## src/rtl/mqtt_publish_header_parser_assert.svh

```systemverilog
// ---------------------------------------------------------------------------
// MQTT PUBLISH header parser assertion macros
// Shared concurrent assertion forms, clocked on clk, off during reset.
// ---------------------------------------------------------------------------
`ifndef MQTT_PUBLISH_HEADER_PARSER_ASSERT_SVH
`define MQTT_PUBLISH_HEADER_PARSER_ASSERT_SVH

// same-cycle implication
`define MPH_ASSERT_NOW(label, ante, cons, msg) \
  label: assert property (@(posedge clk) disable iff (!rst_n) (ante) |-> (cons)) \
    else $error(msg);

// next-cycle implication
`define MPH_ASSERT_NEXT(label, ante, cons, msg) \
  label: assert property (@(posedge clk) disable iff (!rst_n) (ante) |=> (cons)) \
    else $error(msg);

`endif

```

## src/rtl/mph_pkg.sv

```systemverilog
// ---------------------------------------------------------------------------
// mph_pkg
// Types and constants shared by the MQTT PUBLISH header parser.
// ---------------------------------------------------------------------------
`default_nettype none

package mph_pkg;

  localparam int unsigned MAX_VARINT_BYTES_DEF = 4;
  localparam int unsigned VCNT_W               = 3;

  localparam logic [7:0] QOS_MASK = 8'h06;

  localparam logic [2:0] CLS_FIXED   = 3'd0;
  localparam logic [2:0] CLS_LEN     = 3'd1;
  localparam logic [2:0] CLS_TLEN    = 3'd2;
  localparam logic [2:0] CLS_TOPIC   = 3'd3;
  localparam logic [2:0] CLS_PID     = 3'd4;
  localparam logic [2:0] CLS_PAYLOAD = 3'd5;

  typedef struct packed {
    logic       packet_start;
    logic [7:0] data_byte;
  } in_item_t;

  typedef struct packed {
    logic        length_error;
    logic        header_done;
    logic [15:0] packet_id;
    logic [15:0] topic_length;
    logic [27:0] remaining_length;
    logic [1:0]  qos_level;
    logic [7:0]  byte_value;
    logic [2:0]  byte_class;
  } result_t;

endpackage

`default_nettype wire

```

## src/rtl/mph_in_reg.sv

```systemverilog
// ---------------------------------------------------------------------------
// mph_in_reg
// Input register: holds one received word until the parser takes it.
// ---------------------------------------------------------------------------
`default_nettype none

module mph_in_reg (
  input  wire logic              clk,
  input  wire logic              rst_n,
  input  wire logic              in_valid,
  output logic                   in_ready,
  input  wire mph_pkg::in_item_t in_item,
  output logic                   item_valid,
  input  wire logic              item_ready,
  output mph_pkg::in_item_t      item
);
  import mph_pkg::*;

  logic     valid_r;
  in_item_t item_r;

  assign in_ready   = !valid_r || item_ready;
  assign item_valid = valid_r;
  assign item       = item_r;

  always_ff @(posedge clk) begin
    if (!rst_n) begin
      valid_r <= 1'b0;
    end else if (in_valid && in_ready) begin
      valid_r <= 1'b1;
    end else if (item_ready) begin
      valid_r <= 1'b0;
    end
  end

  always_ff @(posedge clk) begin
    if (in_valid && in_ready) begin
      item_r <= in_item;
    end
  end

endmodule

`default_nettype wire

```

## src/rtl/mph_parse.sv

```systemverilog
// ---------------------------------------------------------------------------
// mph_parse
// Parse state, per-byte classification and the result register.
// ---------------------------------------------------------------------------
`default_nettype none

`include "mqtt_publish_header_parser_assert.svh"

module mph_parse #(
  parameter int unsigned MAX_VARINT_BYTES = mph_pkg::MAX_VARINT_BYTES_DEF
) (
  input  wire logic              clk,
  input  wire logic              rst_n,
  input  wire logic              item_valid,
  output logic                   item_ready,
  input  wire mph_pkg::in_item_t item,
  output logic                   res_valid,
  input  wire logic              res_ready,
  output mph_pkg::result_t       res
);
  import mph_pkg::*;

  typedef enum logic [2:0] {
    PH_FIXED   = 3'd0,
    PH_LEN     = 3'd1,
    PH_TLEN    = 3'd2,
    PH_TOPIC   = 3'd3,
    PH_PID     = 3'd4,
    PH_PAYLOAD = 3'd5,
    PH_OVERRUN = 3'd6
  } phase_t;

  localparam logic [VCNT_W-1:0] MAX_CNT = VCNT_W'(MAX_VARINT_BYTES);

  phase_t            phase_r, phase_nxt, cur_phase;
  logic [7:0]        fh_r, fh_nxt, cur_fh;
  logic [27:0]       acc_r, acc_nxt, cur_acc, acc_add;
  logic [VCNT_W-1:0] cnt_r, cnt_nxt, cur_cnt;
  logic [15:0]       tl_r, tl_nxt, cur_tl;
  logic [15:0]       left_r, left_nxt, cur_left;
  logic [15:0]       pid_r, pid_nxt, cur_pid;
  logic              idx_r, idx_nxt, cur_idx;
  logic              res_valid_r;
  result_t           res_r, res_nxt;
  logic              fire, start, qos_nz, done;
  logic [2:0]        cls;
  logic [7:0]        b;

  assign item_ready = !res_valid_r || res_ready;
  assign fire       = item_valid && item_ready;
  assign res_valid  = res_valid_r;
  assign res        = res_r;

  assign start = item.packet_start;
  assign b     = item.data_byte;

  always_comb begin
    cur_phase = start ? PH_FIXED : phase_r;
    cur_fh    = start ? 8'h00 : fh_r;
    cur_acc   = start ? 28'h0 : acc_r;
    cur_cnt   = start ? '0 : cnt_r;
    cur_tl    = start ? 16'h0 : tl_r;
    cur_left  = start ? 16'h0 : left_r;
    cur_pid   = start ? 16'h0 : pid_r;
    cur_idx   = start ? 1'b0 : idx_r;
  end

  assign qos_nz = (cur_fh & QOS_MASK) != 8'h00;

  always_comb begin
    unique case (cur_cnt[1:0])
      2'd0: acc_add = {21'h0, b[6:0]};
      2'd1: acc_add = {14'h0, b[6:0], 7'h0};
      2'd2: acc_add = {7'h0, b[6:0], 14'h0};
      2'd3: acc_add = {b[6:0], 21'h0};
    endcase
  end

  always_comb begin
    phase_nxt = cur_phase;
    fh_nxt    = cur_fh;
    acc_nxt   = cur_acc;
    cnt_nxt   = cur_cnt;
    tl_nxt    = cur_tl;
    left_nxt  = cur_left;
    pid_nxt   = cur_pid;
    idx_nxt   = cur_idx;
    done      = 1'b0;
    cls       = CLS_PAYLOAD;
    unique case (cur_phase)
      PH_FIXED: begin
        cls       = CLS_FIXED;
        fh_nxt    = b;
        acc_nxt   = 28'h0;
        cnt_nxt   = '0;
        phase_nxt = PH_LEN;
      end
      PH_LEN: begin
        cls = CLS_LEN;
        if (cur_cnt >= MAX_CNT) begin
          phase_nxt = PH_OVERRUN;
        end else begin
          acc_nxt = cur_acc + acc_add;
          cnt_nxt = cur_cnt + VCNT_W'(1);
          if (!b[7]) begin
            phase_nxt = PH_TLEN;
            idx_nxt   = 1'b0;
          end
        end
      end
      PH_TLEN: begin
        cls = CLS_TLEN;
        if (!cur_idx) begin
          tl_nxt  = {b, 8'h00};
          idx_nxt = 1'b1;
        end else begin
          tl_nxt   = cur_tl | {8'h00, b};
          left_nxt = cur_tl | {8'h00, b};
          idx_nxt  = 1'b0;
          if ((cur_tl | {8'h00, b}) != 16'h0) begin
            phase_nxt = PH_TOPIC;
          end else if (qos_nz) begin
            phase_nxt = PH_PID;
          end else begin
            phase_nxt = PH_PAYLOAD;
            done      = 1'b1;
          end
        end
      end
      PH_TOPIC: begin
        cls      = CLS_TOPIC;
        left_nxt = cur_left - 16'h1;
        if (cur_left == 16'h1) begin
          if (qos_nz) begin
            phase_nxt = PH_PID;
            idx_nxt   = 1'b0;
          end else begin
            phase_nxt = PH_PAYLOAD;
            done      = 1'b1;
          end
        end
      end
      PH_PID: begin
        cls = CLS_PID;
        if (!cur_idx) begin
          pid_nxt = {b, 8'h00};
          idx_nxt = 1'b1;
        end else begin
          pid_nxt   = cur_pid | {8'h00, b};
          idx_nxt   = 1'b0;
          phase_nxt = PH_PAYLOAD;
          done      = 1'b1;
        end
      end
      default: begin
        cls = CLS_PAYLOAD;
      end
    endcase
  end

  always_comb begin
    res_nxt.byte_class       = cls;
    res_nxt.byte_value       = b;
    res_nxt.qos_level        = fh_nxt[2:1];
    res_nxt.remaining_length = acc_nxt;
    res_nxt.topic_length     = (phase_nxt == PH_TLEN) ? 16'h0 : tl_nxt;
    res_nxt.packet_id        = (phase_nxt == PH_PID) ? 16'h0 : pid_nxt;
    res_nxt.header_done      = done;
    res_nxt.length_error     = (phase_nxt == PH_OVERRUN);
  end

  always_ff @(posedge clk) begin
    if (!rst_n) begin
      phase_r     <= PH_FIXED;
      fh_r        <= 8'h00;
      acc_r       <= 28'h0;
      cnt_r       <= '0;
      tl_r        <= 16'h0;
      left_r      <= 16'h0;
      pid_r       <= 16'h0;
      idx_r       <= 1'b0;
      res_valid_r <= 1'b0;
    end else if (fire) begin
      phase_r     <= phase_nxt;
      fh_r        <= fh_nxt;
      acc_r       <= acc_nxt;
      cnt_r       <= cnt_nxt;
      tl_r        <= tl_nxt;
      left_r      <= left_nxt;
      pid_r       <= pid_nxt;
      idx_r       <= idx_nxt;
      res_valid_r <= 1'b1;
    end else if (res_ready) begin
      res_valid_r <= 1'b0;
    end
  end

  always_ff @(posedge clk) begin
    if (fire) begin
      res_r <= res_nxt;
    end
  end

  `MPH_ASSERT_NEXT(a_start_is_fixed, fire && start, res_r.byte_class == CLS_FIXED, "start word not classed as fixed header")
  `MPH_ASSERT_NEXT(a_overrun_sticks, fire && !start && phase_r == PH_OVERRUN, res_r.length_error && res_r.byte_class == CLS_PAYLOAD, "overrun not held until next packet")
  `MPH_ASSERT_NOW(a_err_class, res_valid_r && res_r.length_error, res_r.byte_class == CLS_LEN || res_r.byte_class == CLS_PAYLOAD, "length error on wrong class")
  `MPH_ASSERT_NOW(a_done_class, res_valid_r && res_r.header_done, res_r.byte_class == CLS_TLEN || res_r.byte_class == CLS_TOPIC || res_r.byte_class == CLS_PID, "header done on wrong class")
  `MPH_ASSERT_NOW(a_cnt_bound, 1'b1, cnt_r <= MAX_CNT, "varint count past limit")

endmodule

`default_nettype wire

```

## src/rtl/mqtt_publish_header_parser.sv

```systemverilog
// ---------------------------------------------------------------------------
// mqtt_publish_header_parser
// Classifies each byte of an MQTT PUBLISH packet and tracks header fields.
// ---------------------------------------------------------------------------
// Takes one byte per cycle while out_tready does not stall it and returns one
// classified word per byte, in order, on out_tvalid. Each byte passes through
// the input register and then the parse state update into the result
// register; back-pressure on out_tready stalls both stages without losing or
// repeating a word.
`default_nettype none

module mqtt_publish_header_parser #(
  parameter int unsigned MAX_VARINT_BYTES = mph_pkg::MAX_VARINT_BYTES_DEF
) (
  input  wire logic        clk,
  input  wire logic        rst_n,
  input  wire logic        in_tvalid,
  output logic             in_tready,
  input  wire logic [7:0]  in_tdata,   // [7:0] data_byte
  input  wire logic        in_tuser,   // [0] packet_start
  output logic             out_tvalid,
  input  wire logic        out_tready,
  output logic [71:0]      out_tdata,  // [7:0] byte_value, [9:8] qos_level,
                                       // [37:10] remaining_length,
                                       // [53:38] topic_length,
                                       // [69:54] packet_id, [70] header_done,
                                       // [71] length_error
  output logic [2:0]       out_tuser   // [2:0] byte_class
);
  import mph_pkg::*;

  in_item_t in_item, item;
  logic     item_valid, item_ready;
  result_t  res;

  assign in_item.data_byte    = in_tdata;
  assign in_item.packet_start = in_tuser;

  mph_in_reg u_in_reg (
    .clk        (clk),
    .rst_n      (rst_n),
    .in_valid   (in_tvalid),
    .in_ready   (in_tready),
    .in_item    (in_item),
    .item_valid (item_valid),
    .item_ready (item_ready),
    .item       (item)
  );

  mph_parse #(
    .MAX_VARINT_BYTES (MAX_VARINT_BYTES)
  ) u_parse (
    .clk        (clk),
    .rst_n      (rst_n),
    .item_valid (item_valid),
    .item_ready (item_ready),
    .item       (item),
    .res_valid  (out_tvalid),
    .res_ready  (out_tready),
    .res        (res)
  );

  assign out_tuser = res.byte_class;
  assign out_tdata = {res.length_error, res.header_done, res.packet_id,
                      res.topic_length, res.remaining_length, res.qos_level,
                      res.byte_value};

endmodule

`default_nettype wire
```

## config.mk

```make
export PLATFORM = sky130hd
export DESIGN_NAME = mqtt_publish_header_parser
export DESIGN_NICKNAME = d
export VERILOG_FILES = /design/src/rtl/mph_pkg.sv /design/src/rtl/mph_in_reg.sv /design/src/rtl/mph_parse.sv /design/src/rtl/mqtt_publish_header_parser.sv
export VERILOG_INCLUDE_DIRS = /design/src /design/src/rtl
export SDC_FILE = /design/constraint.sdc
export NUM_CORES = 1
export LEC_CHECK = 0
export ABC_AREA = 1
export BUFFER_PORTS_ARGS = -buffer_cell sky130_fd_sc_hd__buf_2
export CORE_UTILIZATION = 38
export DETAILED_ROUTE_END_ITERATION = 10
export MAX_ROUTING_LAYER = met4
export PLACE_DENSITY = 0.51
export SLEW_MARGIN = 20
export SYNTH_ARGS = -nofsm -noshare
export SYNTH_HDL_FRONTEND = slang
export SYNTH_HIERARCHICAL = 1
export SYNTH_SLANG_ARGS = --single-unit
```

## constraint.sdc

```tcl
create_clock -name clk -period 4.9 [get_ports clk]
set_clock_uncertainty 0.15 [all_clocks]
set_input_delay 0 -clock clk [delete_from_list [all_inputs] [get_ports clk]]
set_output_delay 0 -clock clk [all_outputs]
set_load 0.05 [all_outputs]
```

==> results.toml <==
[run_status]
status = "finished, final reports clean"

[drt]
wl_per_cell_um = 17.1
first_iter_violations = 758
wl_um = 33300
dr.pass1.iters = 8
route.detailed.drc = 0
vias = 9885
detail_route.vias_per_cell = 5.06
ant_nets = 0

[placement]
dpl.hpwl_um = 23300
place.port_buffers = 89
placed_cell_area_um2 = 11300
numPlacedInstances = 1909
place.gp.congestion = 0.921

[clock_network]
cts_tree = "built"
clk_path_buf_depth = 2
cts.sinks = 171
cts.clk_slew.worst_paths_ps = 80
root_buffer = "clkbuf_16"
htree_levels = 4
cts_resized = 0
numCtsBuffers = 17
clk_latency_ps = 460

[floorplanning]
die_area_um2 = 28300
die_x_um = 168
core.rowCount = 60
core_um2 = 27000
start_util_pct = 38.8
pin_count = 90
chipHeight_um = 168

[critical_path]
crit_top_cell = "nand2_1"
r2r_slack_ps = 1200
cp_slowest_cell = "ha_1"
timing.rr.end = "u_parse/res[29]$_DFFE_PP_"
reg2reg_from = "u_in_reg/item[8]$_DFFE_PP_"
cp.arrival_ps = 3760
rr_worst_depth = 18
path_class = "register to register"
end_kind = "register"
cp.required_ps = 4950
slowest_delay_ps = 550
startpoint_type = "register"
worstPathMaxFanout = 15
path_cells = "inv_2, nand2_1, ha_1, nand2_1, inv_1, ha_1, inv_1, fa_1, inv_1, nand3_1, nand3_1, a21oi_1, nor2_1, nor2_1, nand2_1, nand3_1, nand2_1, nand2_1"

[synth]
ys.flop_type = "dfxtp_1"
yosysSeqAreaShare_pct = 40.6
postSynthAreaPerCell_um2 = 6.90
syn_nets = 1568
ys_ff_latch = 171
synth-edff-count = 84
synth-async-reset-ratio_pct = 0
synthTopCellsByArea = "edfxtp_1, dfxtp_1, nand2_1, inv_1, a21oi_1"
yosys_warnings = 6
synthCells = 1521
synth_top_area_share_pct = 24.0
syn_area_um2 = 10500
synth_top_cell_by_area = "edfxtp_1"
ys_types = 46

[cells_and_area]
layout_common_cells = "nand2_1, inv_1, nor2_1, a21oi_1, o21ai_0"
drive_gt1_share_pct = 10.4
syn2layout_area_growth_pct = 14.3
nets = 1647
fin_area_um2 = 12000
layoutNonFillerInstCount = 1954
fill_cells = 2815
layout_commonest_cell = "nand2_1"
n_antenna_cell = 0

[sta]
finalHoldViolations = 0
tns_ps = 0
min_period_over_period_pct = 75.6
slew_violations = 0
tightest_slew_ps = 950
rsz0062_at_grt = "no"
fmax_mhz = 270
setup_viol_count_final = 0
slew_headroom_pct = 36.7
min_period_ps = 3700

[grt]
grt_max_degree = 93
grt_pass1_vias = 9397
overflow = 0
grt_use_total_pct = 24.9
antenna_found_initial = 0
grt_pass1_wl_um = 52500

[worst_hold_path]
whs_path_depth = 2
hold_start = "in_tdata[2]"
holdPathEnd = "u_in_reg/item[2]$_DFFE_PP_"
hold_path.class = "input pin to register"

[power]
power_density_nw_per_um2 = 303
max-vdd-ir-drop_mv = 0.266
p_leak_nw = 5.93

[run]
cap_violations = 0
cells by family (layout without fill, tap and decap cells):
kind of cell,after synthesis,after routing,share of synthesized area [%]
AO/OA/AOI/OAI,304,304,16.3
adder cells (fa/ha/maj),34,34,4.12
buffers and inverters,362,454,13.2
XOR/XNOR,8,8,0.667
AND/OR/NAND/NOR,642,642,25.1
flip-flops,171,171,40.6
cells in the mapped netlist, drive strengths merged (7+ instances only):
master	n
nand2	368
inv	306
nor2	156
a21oi	120
o21ai	110
dfxtp	87
edfxtp	84
nand3	81
clkbuf	38
ha	33
o22ai	24
buf	16
nand4	15
nor3	13
o211ai	12
a31oi	7
sequential cells by signal, summed over array words and instances, names as in the netlist:
register,cells
u_in_reg/item_valid,1
u_parse/idx_r,1
u_parse/acc_r,28
u_parse/phase_r,3
u_parse/cnt_r,3
u_in_reg/item,9
u_parse/tl_r,16
u_parse/res,75
u_parse/res_valid,1
u_parse/fh_r,2
u_parse/left_r,16
u_parse/pid_r,16
repair_timing:
action                                 in CTS  in global routing
setup buffers                               0                  0
hold buffers                               13                  0
endpoints found under the hold margin      46                  0
how the worst max path moves through the flow:
stage	startpoint	end	slack (ps)
2_1_floorplan	u_parse/res_valid$_SDFFE_PN0P_	u_parse/left_r[0]$_SDFFE_PN0P_	810
3_3_place_gp	u_in_reg/item[8]$_DFFE_PP_	u_parse/res[29]$_DFFE_PP_	1260
3_5_place_dp	u_in_reg/item[8]$_DFFE_PP_	u_parse/res[29]$_DFFE_PP_	1190
4_1_cts	u_in_reg/item[8]$_DFFE_PP_	u_parse/res[29]$_DFFE_PP_	1190
5_1_grt	u_in_reg/item[8]$_DFFE_PP_	u_parse/res[27]$_DFFE_PP_	890
6_report	u_in_reg/item[8]$_DFFE_PP_	u_parse/res[29]$_DFFE_PP_	1200
power by group:
| group | internal (W) | switching [W] | total, W | leakage, nW |
|---|---|---|---|---|
| Clock | 0.000788 | 0.000674 | 0.00146 | 0.297 |
| Sequential | 0.00158 | 0.0000384 | 0.00162 | 1.52 |
| Combinational | 0.000141 | 0.000416 | 0.000557 | 4.11 |
| Total | 0.00251 | 0.00113 | 0.00364 | 5.93 |
final cells by class:
| cell class | count | area, µm² | share of cell area [%] |
|---|---|---|---|
| repair buffers | 114 | 678 | 5.65 |
| clock inverters | 14 | 178 | 1.48 |
| inverters | 308 | 1160 | 9.65 |
| well taps | 341 | 427 | 3.56 |
| clock buffers | 18 | 439 | 3.66 |
| multi-input cells | 988 | 4860 | 40.5 |
| flip-flops and latches | 171 | 4260 | 35.5 |
through the flow:
stage	setup WS [ps]	power [W]	util, %	hold slack [ps]
finish	1200	0.00364	44.4	115
global route	887	0.00378	44.4	106
CTS	1190	0.00367	44.4	92.8
detailed placement	1190	0.00220	41.6	28.6
global placement	1260	0.00220	41.6	27.3
floorplan	810	0.00204	-	-51.1
worst max-delay path, delay by kind of cell (launching register included):
kind | cells | cell delay (ps)
compound gates | 1 | 190
fa+ha+maj | 3 | 1240
buf+inv | 4 | 350
flops | 1 | 370
simple gates | 10 | 1170
per-layer routing:
metal,GRT usage [%],share of wire (%),vias up
met5,-,0,-
met4,8.22,2.0,0
met3,3.50,3.3,37
met2,43.2,50,216
met1,29.5,44,4588
li1,-,-,5044
(Power assumes the default switching activity.)
